--- config.mk ---
export PLATFORM = sky130hd
export DESIGN_NAME = avs_voltage_calibration_ctrl_unit_flat
export DESIGN_NICKNAME = d
export VERILOG_FILES = /design/src/hdl/avs_vc_pkg.sv /design/src/hdl/avs_vc_if.sv /design/src/hdl/avs_vc_datapath.sv /design/src/hdl/avs_vc_ctrl.sv /design/src/hdl/avs_voltage_calibration_ctrl_unit.sv /design/src/flat_wrapper.sv
export SDC_FILE = /design/constraint.sdc
export NUM_CORES = 1
export LEC_CHECK = 0
export CAP_MARGIN = 20
export CORE_MARGIN = 2
export CORE_UTILIZATION = 40
export DETAILED_ROUTE_END_ITERATION = 12
export DONT_BUFFER_PORTS = 1
export PLACE_DENSITY = 0.62
export SETUP_SLACK_MARGIN = 0.1
export SYNTH_ARGS = -nofsm -noshare
export SYNTH_HDL_FRONTEND = slang
export SYNTH_SLANG_ARGS = --single-unit
--- constraint.sdc ---
create_clock -name clk_i -period 9.58 [get_ports clk_i]
set_input_delay 1.916 -clock clk_i [delete_from_list [all_inputs] [get_ports clk_i]]
set_output_delay 1.916 -clock clk_i [all_outputs]
set_load 0.1 [all_outputs]
--- src/hdl/avs_vc_pkg.sv ---
package avs_vc_pkg;

  localparam int UV_W       = 21;
  localparam int MARGIN_W   = 18;
  localparam int FUNC_W     = 3;
  localparam int ACT_W      = 3;
  localparam int TRIG_W     = 3;
  localparam int CFG_IDX_W  = 2;
  localparam int CFG_DATA_W = 21;

  localparam int STABLE_SAMPLES_DEF = 10;
  localparam int MAX_TRIGGERS_DEF   = 5;

  localparam logic [UV_W-1:0] NOMINAL_RESET      = 21'd1200000;
  localparam logic [UV_W-1:0] HIGH_NOMINAL_LIMIT = 21'd1310000;

  typedef enum logic [FUNC_W-1:0] {
    FUNC_ENABLE  = 3'd0,
    FUNC_SAMPLE  = 3'd1,
    FUNC_TICK    = 3'd2,
    FUNC_DISABLE = 3'd3,
    FUNC_CLEAR   = 3'd4
  } func_e;

  typedef enum logic [ACT_W-1:0] {
    ACT_NONE    = 3'd0,
    ACT_ARMED   = 3'd1,
    ACT_DONE    = 3'd2,
    ACT_BUSY    = 3'd3,
    ACT_RESET_V = 3'd4,
    ACT_SKIPPED = 3'd5
  } action_e;

  typedef enum logic [CFG_IDX_W-1:0] {
    CFG_NOMINAL = 2'd0,
    CFG_MARGIN  = 2'd1,
    CFG_ALLOW_HV = 2'd2
  } cfg_idx_e;

  typedef struct packed {
    logic    latch_in;
    logic    commit;
    action_e action;
    logic    set_active;
    logic    clr_active;
    logic    arm;
    logic    clr_armed;
    logic    clr_trig;
    logic    inc_trig;
    logic    write_sample;
    logic    set_cal_nominal;
    logic    clr_cal;
    logic    load_max;
    logic    scan_step;
    logic    finish;
  } cmd_t;

  typedef struct packed {
    logic [FUNC_W-1:0] func;
    logic              vreset;
    logic              active;
    logic              armed;
    logic              cal_zero;
    logic              high_nom;
    logic              trig_first;
    logic              trig_last;
    logic              cnt_zero;
    logic              volt_below_nom;
    logic              scan_end;
  } status_t;

endpackage

--- src/hdl/avs_vc_if.sv ---
interface avs_vc_in_if;
  logic                           valid;
  logic                           ready;
  logic [avs_vc_pkg::FUNC_W-1:0]  func;
  logic [avs_vc_pkg::UV_W-1:0]    volt_uv;
  logic                           volt_reset;

  modport source (output valid, output func, output volt_uv, output volt_reset, input ready);
  modport sink   (input valid, input func, input volt_uv, input volt_reset, output ready);
endinterface

interface avs_vc_out_if;
  logic                          valid;
  logic                          ready;
  logic [avs_vc_pkg::ACT_W-1:0]  action;
  logic [avs_vc_pkg::UV_W-1:0]   calibrated_uv;
  logic                          rescale_needed;
  logic                          margin_refused;

  modport source (output valid, output action, output calibrated_uv, output rescale_needed,
                  output margin_refused, input ready);
  modport sink   (input valid, input action, input calibrated_uv, input rescale_needed,
                  input margin_refused, output ready);
endinterface

--- src/hdl/avs_vc_datapath.sv ---
module avs_vc_datapath #(
  parameter int STABLE_SAMPLES = avs_vc_pkg::STABLE_SAMPLES_DEF,
  parameter int MAX_TRIGGERS   = avs_vc_pkg::MAX_TRIGGERS_DEF
) (
  input  logic                              clk_i,
  input  logic                              rst_ni,
  input  logic                              cfg_we_i,
  input  logic [avs_vc_pkg::CFG_IDX_W-1:0]  cfg_idx_i,
  input  logic [avs_vc_pkg::CFG_DATA_W-1:0] cfg_wdata_i,
  input  logic [avs_vc_pkg::FUNC_W-1:0]     in_func_i,
  input  logic [avs_vc_pkg::UV_W-1:0]       in_volt_i,
  input  logic                              in_vreset_i,
  input  avs_vc_pkg::cmd_t                  cmd_i,
  output avs_vc_pkg::status_t               status_o,
  output logic [avs_vc_pkg::ACT_W-1:0]      out_action_o,
  output logic [avs_vc_pkg::UV_W-1:0]       out_cal_o,
  output logic                              out_rescale_o,
  output logic                              out_refused_o
);

  localparam int IDX_W = (STABLE_SAMPLES > 1) ? $clog2(STABLE_SAMPLES) : 1;
  localparam int CNT_W = $clog2(STABLE_SAMPLES + 1);
  localparam int UV_W  = avs_vc_pkg::UV_W;

  // configuration
  logic [UV_W-1:0]                  nominal_q;
  logic [avs_vc_pkg::MARGIN_W-1:0]  margin_q;
  logic                             allow_hv_q;

  // latched transaction
  logic [avs_vc_pkg::FUNC_W-1:0]    func_q;
  logic [UV_W-1:0]                  volt_q;
  logic                             vreset_q;

  // calibration state
  logic                             active_q;
  logic                             armed_q;
  logic [avs_vc_pkg::TRIG_W-1:0]    trig_q, trig_next;
  logic [CNT_W-1:0]                 sample_cnt_q;
  logic [IDX_W-1:0]                 wp_q;
  logic [UV_W-1:0]                  cal_q, cal_d;

  // scan
  logic [UV_W-1:0]                  sample_mem [STABLE_SAMPLES];
  logic [CNT_W-1:0]                 scan_idx_q;
  logic [UV_W-1:0]                  rd_data_q;
  logic                             rd_vld_q;
  logic [UV_W-1:0]                  max_q;

  // finish arithmetic
  logic [UV_W-1:0]                  safe_clamped;
  logic [UV_W:0]                    safe_sum;
  logic [UV_W-1:0]                  safe_fin;
  logic                             refused_fin;

  // output register
  logic [avs_vc_pkg::ACT_W-1:0]     out_action_q;
  logic [UV_W-1:0]                  out_cal_q;
  logic                             out_rescale_q;
  logic                             out_refused_q;

  always_ff @(posedge clk_i or negedge rst_ni) begin
    if (!rst_ni) begin
      nominal_q  <= avs_vc_pkg::NOMINAL_RESET;
      margin_q   <= '0;
      allow_hv_q <= 1'b0;
    end else if (cfg_we_i) begin
      case (cfg_idx_i)
        avs_vc_pkg::CFG_NOMINAL:  nominal_q  <= cfg_wdata_i[UV_W-1:0];
        avs_vc_pkg::CFG_MARGIN:   margin_q   <= cfg_wdata_i[avs_vc_pkg::MARGIN_W-1:0];
        avs_vc_pkg::CFG_ALLOW_HV: allow_hv_q <= cfg_wdata_i[0];
        default: ;
      endcase
    end
  end

  always_ff @(posedge clk_i) begin
    if (cmd_i.latch_in) begin
      func_q   <= in_func_i;
      volt_q   <= in_volt_i;
      vreset_q <= in_vreset_i;
    end
  end

  assign trig_next = (trig_q == '1) ? trig_q : trig_q + 1'b1;

  always_comb begin
    safe_clamped = (max_q > nominal_q) ? nominal_q : max_q;
    safe_sum     = {1'b0, safe_clamped} + {{(UV_W + 1 - avs_vc_pkg::MARGIN_W){1'b0}}, margin_q};
    safe_fin     = safe_clamped;
    refused_fin  = 1'b0;
    if (margin_q != '0) begin
      if (safe_sum < {1'b0, nominal_q}) begin
        safe_fin = safe_sum[UV_W-1:0];
      end else begin
        refused_fin = 1'b1;
      end
    end
  end

  always_comb begin
    cal_d = cal_q;
    if (cmd_i.set_cal_nominal) begin
      cal_d = nominal_q;
    end else if (cmd_i.clr_cal) begin
      cal_d = '0;
    end else if (cmd_i.finish) begin
      cal_d = safe_fin;
    end
  end

  always_ff @(posedge clk_i or negedge rst_ni) begin
    if (!rst_ni) begin
      active_q     <= 1'b0;
      armed_q      <= 1'b0;
      trig_q       <= '0;
      sample_cnt_q <= '0;
      wp_q         <= '0;
      cal_q        <= '0;
      scan_idx_q   <= '0;
      rd_vld_q     <= 1'b0;
    end else begin
      cal_q    <= cal_d;
      rd_vld_q <= cmd_i.scan_step;

      if (cmd_i.set_active) begin
        active_q <= 1'b1;
      end else if (cmd_i.clr_active || cmd_i.finish) begin
        active_q <= 1'b0;
      end

      if (cmd_i.arm) begin
        armed_q      <= 1'b1;
        sample_cnt_q <= '0;
        wp_q         <= '0;
      end else begin
        if (cmd_i.clr_armed || cmd_i.finish) begin
          armed_q <= 1'b0;
        end
        if (cmd_i.write_sample) begin
          wp_q <= (wp_q == IDX_W'(STABLE_SAMPLES - 1)) ? '0 : wp_q + 1'b1;
          if (sample_cnt_q < CNT_W'(STABLE_SAMPLES)) begin
            sample_cnt_q <= sample_cnt_q + 1'b1;
          end
        end
      end

      if (cmd_i.clr_trig) begin
        trig_q <= '0;
      end else if (cmd_i.inc_trig) begin
        trig_q <= trig_next;
      end

      if (cmd_i.load_max) begin
        scan_idx_q <= '0;
      end else if (cmd_i.scan_step) begin
        scan_idx_q <= scan_idx_q + 1'b1;
      end
    end
  end

  always_ff @(posedge clk_i) begin
    if (cmd_i.write_sample) begin
      sample_mem[wp_q] <= volt_q;
    end
    if (cmd_i.scan_step) begin
      rd_data_q <= sample_mem[scan_idx_q[IDX_W-1:0]];
    end
  end

  // running maximum, seeded with the present voltage
  always_ff @(posedge clk_i) begin
    if (cmd_i.load_max) begin
      max_q <= volt_q;
    end else if (rd_vld_q && (rd_data_q > max_q)) begin
      max_q <= rd_data_q;
    end
  end

  always_ff @(posedge clk_i) begin
    if (cmd_i.commit) begin
      out_action_q  <= cmd_i.action;
      out_cal_q     <= cal_d;
      out_rescale_q <= cmd_i.finish && (cal_d != volt_q);
      out_refused_q <= cmd_i.finish && refused_fin;
    end
  end

  assign status_o.func           = func_q;
  assign status_o.vreset         = vreset_q;
  assign status_o.active         = active_q;
  assign status_o.armed          = armed_q;
  assign status_o.cal_zero       = (cal_q == '0);
  assign status_o.high_nom       = !allow_hv_q && (nominal_q > avs_vc_pkg::HIGH_NOMINAL_LIMIT);
  assign status_o.trig_first     = (trig_q == '0);
  assign status_o.trig_last      = (trig_next >= avs_vc_pkg::TRIG_W'(MAX_TRIGGERS));
  assign status_o.cnt_zero       = (sample_cnt_q == '0);
  assign status_o.volt_below_nom = (volt_q < nominal_q);
  assign status_o.scan_end       = (scan_idx_q == sample_cnt_q);

  assign out_action_o  = out_action_q;
  assign out_cal_o     = out_cal_q;
  assign out_rescale_o = out_rescale_q;
  assign out_refused_o = out_refused_q;

endmodule

--- src/hdl/avs_vc_ctrl.sv ---
module avs_vc_ctrl (
  input  logic                clk_i,
  input  logic                rst_ni,
  input  logic                in_valid_i,
  output logic                in_ready_o,
  output logic                out_valid_o,
  input  logic                out_ready_i,
  input  avs_vc_pkg::status_t status_i,
  output avs_vc_pkg::cmd_t    cmd_o
);

  typedef enum logic [3:0] {
    S_IDLE   = 4'b0001,
    S_EXEC   = 4'b0010,
    S_SCAN   = 4'b0100,
    S_FINISH = 4'b1000
  } state_e;

  state_e state_q, state_d;
  logic   out_valid_q, out_valid_d;
  logic   slot_free;

  assign slot_free = !out_valid_q || out_ready_i;

  always_comb begin
    cmd_o   = '0;
    state_d = state_q;
    case (state_q)
      S_IDLE: begin
        if (in_valid_i) begin
          cmd_o.latch_in = 1'b1;
          state_d        = S_EXEC;
        end
      end
      S_EXEC: begin
        state_d      = S_IDLE;
        cmd_o.commit = 1'b1;
        cmd_o.action = avs_vc_pkg::ACT_NONE;
        case (status_i.func)
          avs_vc_pkg::FUNC_ENABLE: begin
            if (!status_i.cal_zero) begin
              cmd_o.action = avs_vc_pkg::ACT_NONE;
            end else if (status_i.high_nom) begin
              cmd_o.set_cal_nominal = 1'b1;
              cmd_o.action          = avs_vc_pkg::ACT_SKIPPED;
            end else if (!status_i.active) begin
              cmd_o.set_active = 1'b1;
              cmd_o.clr_trig   = 1'b1;
              cmd_o.action     = avs_vc_pkg::ACT_ARMED;
            end
          end
          avs_vc_pkg::FUNC_SAMPLE: begin
            cmd_o.write_sample = status_i.armed;
          end
          avs_vc_pkg::FUNC_TICK: begin
            if (status_i.active) begin
              cmd_o.inc_trig = 1'b1;
              if (status_i.trig_first) begin
                cmd_o.arm    = 1'b1;
                cmd_o.action = avs_vc_pkg::ACT_ARMED;
              end else begin
                cmd_o.clr_armed = 1'b1;
                if (status_i.trig_last) begin
                  // result follows once the stored samples are scanned
                  cmd_o.load_max = 1'b1;
                  cmd_o.commit   = 1'b0;
                  state_d        = S_SCAN;
                end else if (status_i.cnt_zero && status_i.volt_below_nom) begin
                  cmd_o.load_max = 1'b1;
                  cmd_o.commit   = 1'b0;
                  state_d        = S_FINISH;
                end else begin
                  cmd_o.arm    = 1'b1;
                  cmd_o.action = avs_vc_pkg::ACT_ARMED;
                end
              end
            end
          end
          avs_vc_pkg::FUNC_DISABLE: begin
            if (status_i.active && status_i.vreset) begin
              cmd_o.action = avs_vc_pkg::ACT_BUSY;
            end else begin
              cmd_o.clr_active = 1'b1;
              cmd_o.clr_armed  = 1'b1;
              if (status_i.cal_zero && status_i.vreset) begin
                cmd_o.action = avs_vc_pkg::ACT_RESET_V;
              end
            end
          end
          avs_vc_pkg::FUNC_CLEAR: begin
            cmd_o.clr_cal = 1'b1;
          end
          default: ;
        endcase
        // hold until the output register can take the result
        if (cmd_o.commit && !slot_free) begin
          cmd_o   = '0;
          state_d = S_EXEC;
        end
      end
      S_SCAN: begin
        if (!status_i.scan_end) begin
          cmd_o.scan_step = 1'b1;
        end else begin
          state_d = S_FINISH;
        end
      end
      S_FINISH: begin
        if (slot_free) begin
          cmd_o.finish = 1'b1;
          cmd_o.commit = 1'b1;
          cmd_o.action = avs_vc_pkg::ACT_DONE;
          state_d      = S_IDLE;
        end
      end
      default: begin
        state_d = S_IDLE;
      end
    endcase
  end

  always_comb begin
    out_valid_d = out_valid_q;
    if (cmd_o.commit) begin
      out_valid_d = 1'b1;
    end else if (out_ready_i) begin
      out_valid_d = 1'b0;
    end
  end

  always_ff @(posedge clk_i or negedge rst_ni) begin
    if (!rst_ni) begin
      state_q     <= S_IDLE;
      out_valid_q <= 1'b0;
    end else begin
      state_q     <= state_d;
      out_valid_q <= out_valid_d;
    end
  end

  assign in_ready_o  = (state_q == S_IDLE);
  assign out_valid_o = out_valid_q;

`ifndef NO_ASSERTIONS
  a_commit_slot: assert property (@(posedge clk_i) disable iff (!rst_ni)
    cmd_o.commit |-> (!out_valid_q || out_ready_i))
    else $error("result written over a pending transaction");

  a_valid_from_commit: assert property (@(posedge clk_i) disable iff (!rst_ni)
    $rose(out_valid_q) |-> $past(cmd_o.commit))
    else $error("output valid raised without a result");

  a_accept_exec: assert property (@(posedge clk_i) disable iff (!rst_ni)
    (in_valid_i && in_ready_o) |=> (state_q == S_EXEC))
    else $error("accepted transaction not executed");

  a_scan_bound: assert property (@(posedge clk_i) disable iff (!rst_ni)
    cmd_o.scan_step |-> (!status_i.scan_end && state_q == S_SCAN))
    else $error("scan read past the stored samples");
`endif

endmodule

--- src/hdl/avs_voltage_calibration_ctrl_unit.sv ---
// Calibration controller for adaptive voltage scaling. One transaction in gives exactly one
// transaction out. With the output register free, enable, sample, disable, clear and ticks
// that arm sampling or are ignored return to idle through the execute state. A tick that
// finishes on the present voltage because no samples were stored passes the execute and
// finish states; the last tick also passes the scan state between them, which finds the
// maximum of the n stored samples (n at most STABLE_SAMPLES) by reading the sample memory's
// single read port one entry per cycle. A finished result waits in an output register, so a
// new transaction is accepted while the previous result is pending; that new transaction
// holds the input until the pending result is taken. Configuration is to be written through
// the plain write port only while the block is idle; the block does not enforce it.
module avs_voltage_calibration_ctrl_unit #(
  parameter int STABLE_SAMPLES = avs_vc_pkg::STABLE_SAMPLES_DEF,
  parameter int MAX_TRIGGERS   = avs_vc_pkg::MAX_TRIGGERS_DEF
) (
  input  logic                              clk_i,
  input  logic                              rst_ni,
  input  logic                              cfg_we_i,
  input  logic [avs_vc_pkg::CFG_IDX_W-1:0]  cfg_idx_i,
  input  logic [avs_vc_pkg::CFG_DATA_W-1:0] cfg_wdata_i,
  avs_vc_in_if.sink                         in_ch,
  avs_vc_out_if.source                      out_ch
);

  avs_vc_pkg::cmd_t    cmd;
  avs_vc_pkg::status_t status;

  avs_vc_ctrl u_ctrl (
    .clk_i       (clk_i),
    .rst_ni      (rst_ni),
    .in_valid_i  (in_ch.valid),
    .in_ready_o  (in_ch.ready),
    .out_valid_o (out_ch.valid),
    .out_ready_i (out_ch.ready),
    .status_i    (status),
    .cmd_o       (cmd)
  );

  avs_vc_datapath #(
    .STABLE_SAMPLES (STABLE_SAMPLES),
    .MAX_TRIGGERS   (MAX_TRIGGERS)
  ) u_datapath (
    .clk_i         (clk_i),
    .rst_ni        (rst_ni),
    .cfg_we_i      (cfg_we_i),
    .cfg_idx_i     (cfg_idx_i),
    .cfg_wdata_i   (cfg_wdata_i),
    .in_func_i     (in_ch.func),
    .in_volt_i     (in_ch.volt_uv),
    .in_vreset_i   (in_ch.volt_reset),
    .cmd_i         (cmd),
    .status_o      (status),
    .out_action_o  (out_ch.action),
    .out_cal_o     (out_ch.calibrated_uv),
    .out_rescale_o (out_ch.rescale_needed),
    .out_refused_o (out_ch.margin_refused)
  );

endmodule

--- src/flat_wrapper.sv ---
// flat-port wrapper written by rule: the top's interface ports become plain ports
module avs_voltage_calibration_ctrl_unit_flat 
#(
  parameter int STABLE_SAMPLES = avs_vc_pkg::STABLE_SAMPLES_DEF,
  parameter int MAX_TRIGGERS   = avs_vc_pkg::MAX_TRIGGERS_DEF
)
  (clk_i, rst_ni, cfg_we_i, cfg_idx_i, cfg_wdata_i, in_ch_valid, in_ch_func, in_ch_volt_uv, in_ch_volt_reset, in_ch_ready, out_ch_valid, out_ch_action, out_ch_calibrated_uv, out_ch_rescale_needed, out_ch_margin_refused, out_ch_ready);
  avs_vc_in_if in_ch_i ();
  avs_vc_out_if out_ch_i ();
  input  logic clk_i;
  input  logic rst_ni;
  input  logic cfg_we_i;
  input  logic [avs_vc_pkg::CFG_IDX_W-1:0] cfg_idx_i;
  input  logic [avs_vc_pkg::CFG_DATA_W-1:0] cfg_wdata_i;
  input wire logic [$bits(in_ch_i.valid)-1:0] in_ch_valid;
  input wire logic [$bits(in_ch_i.func)-1:0] in_ch_func;
  input wire logic [$bits(in_ch_i.volt_uv)-1:0] in_ch_volt_uv;
  input wire logic [$bits(in_ch_i.volt_reset)-1:0] in_ch_volt_reset;
  output wire logic [$bits(in_ch_i.ready)-1:0] in_ch_ready;
  output wire logic [$bits(out_ch_i.valid)-1:0] out_ch_valid;
  output wire logic [$bits(out_ch_i.action)-1:0] out_ch_action;
  output wire logic [$bits(out_ch_i.calibrated_uv)-1:0] out_ch_calibrated_uv;
  output wire logic [$bits(out_ch_i.rescale_needed)-1:0] out_ch_rescale_needed;
  output wire logic [$bits(out_ch_i.margin_refused)-1:0] out_ch_margin_refused;
  input wire logic [$bits(out_ch_i.ready)-1:0] out_ch_ready;
  assign in_ch_i.valid = in_ch_valid;
  assign in_ch_i.func = in_ch_func;
  assign in_ch_i.volt_uv = in_ch_volt_uv;
  assign in_ch_i.volt_reset = in_ch_volt_reset;
  assign in_ch_ready = in_ch_i.ready;
  assign out_ch_valid = out_ch_i.valid;
  assign out_ch_action = out_ch_i.action;
  assign out_ch_calibrated_uv = out_ch_i.calibrated_uv;
  assign out_ch_rescale_needed = out_ch_i.rescale_needed;
  assign out_ch_margin_refused = out_ch_i.margin_refused;
  assign out_ch_i.ready = out_ch_ready;
  avs_voltage_calibration_ctrl_unit #(.STABLE_SAMPLES(STABLE_SAMPLES), .MAX_TRIGGERS(MAX_TRIGGERS)) u_core (.clk_i(clk_i), .rst_ni(rst_ni), .cfg_we_i(cfg_we_i), .cfg_idx_i(cfg_idx_i), .cfg_wdata_i(cfg_wdata_i), .in_ch(in_ch_i), .out_ch(out_ch_i));
endmodule
==> impl_metrics.tcl <==
set metrics [dict create \
    outcome "finished, final reports clean" \
    arrival_ps 9250 \
    power-per-cell-area_nw_per_um2 237 \
    routed_via_density 5.91 \
    switching_share_pct 34.4 \
    synth_area_leader_cell "edfxtp_1" \
    max-cap-violations 0 \
    final_nets 1668 \
    cts_hold_buf 0 \
    io_buffers 0 \
    ys_warn_count 0 \
    grt_usage_pct 21.7 \
    skew_ps 26.8 \
    cts_setup_buffers 0 \
    hold_violations 0 \
    final.min_clock_period_ps 8950 \
    dieArea_sq_um 49300 \
    cellLeakagePower_uw 0.00777 \
    setup_tns_ps 0 \
    htreeDepth 2 \
    dpl.hpwl_mm 36.7 \
    max_stage_delay_ps 620 \
    end_kind "flop" \
    dieWidth_um 222 \
    seqPwrFrac_pct 44.0 \
    initial_utilization_pct 40.7 \
    drv_slew 0 \
    wire_per_inst_um 24.9 \
    grt_max_degree 85 \
    yosys-top-cells-area "edfxtp_1 48%, dfrtp_1 9.9%, ha_1 7.0%" \
    overflow 0 \
    core_area_sq_um 46800 \
    num_vias 12700 \
    drtIter0Drc 1165 \
    worst-path-buf-inv 2 \
    cts_root_buf "clkbuf_16" \
    power_frac_clock_pct 30.5 \
    wirelength_mm 53.4 \
    finalPower_uw 5080 \
    comb_power_share_pct 25.5 \
    cts_resized 0 \
    synth_top_area_share_pct 47.9 \
    row_count 79 \
    fmax_mhz 112 \
    clk_latency_ps 580 \
    cts_buffers 42 \
    crit_type "flop to flop" \
    cp_top_family "compound AO/OA/AOI/OAI gates" \
    dr.pass1.iters 5 \
    worstPathRequired_ps 9880 \
    grt_pass1_wl_mm 80.4 \
    cts_tree "done" \
    startpoint_type "flop" \
    min_period_over_period_pct 93.4 \
    netlist_instances 1458 \
    drc 0 \
    cts.clk_slew.worst_paths_ps 60 \
    drive_gt1_share_pct 15.6 \
    p_int_uw 3330 \
    synth_nets 1619 \
    max-slew-margin-rel_pct 31.0 \
    synth_flop_cell "edfxtp_1" \
    synth_area_per_cell_sq_um 13.0 \
    cts.sinks 387 \
    syn2layout_area_growth_pct 12.6 \
    path_max_fanout 36 \
    ant_nets 0 \
    post-place-ws_ps 716 \
    tightest_slew_ps 1040 \
    synth_edf_count 303 \
    num_io_pins 81 \
    max-clock-path-buffers 3 \
    cpMostUsedCell "o21ai_0" \
    setup_viol 0 \
    multi_input_area_sq_um 7420 \
    antenna_found_initial 0 \
    synth_cell_type_count 77 \
    synthesis.area_sq_um 19000 \
    synth_seq_cells 387 \
    grt_setup_unrepaired "false" \
    switchingPower_uw 1750 \
    diodes 0 \
    hp-class "flop to flop" \
    gp_congestion 0.971 \
    peakVddDrop_mv 0.202 \
    yosysSeqAreaShare_pct 59.0 \
    nFillCells 4211 \
    seq_area_sq_um 11200 \
    layout_setup_ws_ps 631 \
    synth-async-reset-ratio_pct 21.7 \
    grt_pass1_vias 12500 \
    fp.dieH_um 222 \
    cpMaxStageDelayCell "o21ai_0" \
]
[logic make-up (layout without fill, tap and decap cells)]
logic type	after synthesis	count (layout)	share of synthesized area, %
AO/OA/AOI/OAI	338	338	11.3
flip-flops	387	387	59.0
multiplexers	118	118	9.29
buffers and inverters	121	199	2.44
AND/OR/NAND/NOR	346	346	9.02
XOR/XNOR	40	40	1.84
adder cells (fa/ha/maj)	108	108	7.15
[power by group through the flow]
stage / registers, uW / logic [uW] / clock network (uW)
after global routing: 2250 / 1410 / 1630
final: 2230 / 1290 / 1550
after CTS: 2230 / 1260 / 1580
after floorplan: 2220 / 811 / 0
after detailed placement: 2260 / 1250 / 0
after global placement: 2260 / 1240 / 0
[placed cells by master, fill, tap and decap left out, drive strengths merged, types with 6 or more instances in the layout]
cell and n:
nor4 15, and4 6, a21oi 102, o21a 12, a211oi 29, nor4b 6
mux4 42, nand2 122, dfrtp 75, o22ai 6, nand3 28, buf 55
ha 107, xor2 18, nand2b 15, edfxtp 303, nand4 14, mux2i 32
nor2b 29, nand3b 6, a41oi 6, nor3 16, nor2 67, or3 6
xnor2 22, a31oi 7, clkinv 17, o211ai 8, a21o 21, clkbuf 50
inv 72, mux2 44, o31ai 9, dfstp 9, o21ai 86
[layer usage]
layer  global-route usage, %  part of all wire (%)
met5                       0                     0
met4                    6.43                   2.3
met2                    32.5                    44
met3                    3.70                   6.4
met1                    32.3                    47
[sequential cells by signal (all words and copies together) (netlist names)]
register and cells:
u_core.u_datapath.func_q 3, u_core.u_ctrl.out_valid_o 1, u_core.u_datapath.out_cal_o 21, u_core.u_datapath.sample_cnt_q 4
u_core.u_datapath.margin_q 18, u_core.u_datapath.cal_q 21, u_core.u_datapath.vreset_q 1, u_core.u_datapath.sample_mem 210
u_core.u_ctrl.state_q 4, u_core.u_datapath.out_action_o 3, u_core.u_datapath.wp_q 4, u_core.u_datapath.trig_q 3
u_core.u_datapath.out_rescale_o 1, u_core.u_datapath.out_refused_o 1, u_core.u_datapath.active_q 1, u_core.u_datapath.armed_q 1
u_core.u_datapath.volt_q 21, u_core.u_datapath.nominal_q 21, u_core.u_datapath.allow_hv_q 1, u_core.u_datapath.rd_vld_q 1
u_core.u_datapath.scan_idx_q 4, u_core.u_datapath.rd_data_q 21, u_core.u_datapath.max_q 21
[Yosys cell counts, drive strengths merged, types with 12 or more instances]
library cell / number
a211oi: 29
nor2: 67
o21a: 12
mux2i: 32
nand3: 28
edfxtp: 303
nand4: 14
a21o: 21
nor2b: 29
nor4: 15
mux4: 42
xor2: 18
o21ai: 86
nand2: 122
nor3: 16
inv: 71
ha: 107
mux2: 44
nand2b: 15
clkbuf: 37
dfrtp: 75
a21oi: 102
xnor2: 22
buf: 13
[layout make-up]
| cell class | count | share of cell area, % |
|---|---|---|
| well taps | 607 | 3.55 |
| clock inverters | 23 | 0.900 |
| repair buffers | 55 | 2.08 |
| multi-input cells | 950 | 34.7 |
| clock buffers | 50 | 5.15 |
| flip-flops and latches | 387 | 52.4 |
| inverters | 71 | 1.25 |
[path summary, 6_finish.rpt]
kind	slack (ps)	cells after the start	end	start
setup reg to reg	630	32	u_core.u_datapath.out_rescale_o	u_core.u_datapath.nominal_q[20]
max in group asynchronous	8320	0	u_core.u_ctrl.state_q[0]	rst_ni
hold / removal	550	1	u_core.u_datapath.armed_q	u_core.u_datapath.armed_q
setup / recovery	630	32	u_core.u_datapath.out_rescale_o	u_core.u_datapath.nominal_q[20]
min in group asynchronous	1040	0	u_core.u_datapath.margin_q[16]	rst_ni
hold reg to reg	550	1	u_core.u_datapath.armed_q	u_core.u_datapath.armed_q
[through the flow]
| step | hold slack, ps | std cells | util [%] | instance area [sq um] |
|---|---|---|---|---|
| 2_1_floorplan | 470 | 1458 | - | 19000 |
| 3_3_place_gp | 509 | 2065 | 42.9 | 20100 |
| 3_5_place_dp | 524 | 2065 | 42.9 | 20100 |
| 4_1_cts | 544 | 2138 | 45.7 | 21300 |
| 5_1_grt | 581 | 2143 | 45.8 | 21400 |
| 6_report | 548 | 2143 | 45.8 | 21400 |
No activity file was read; power rests on OpenSTA's default activity.
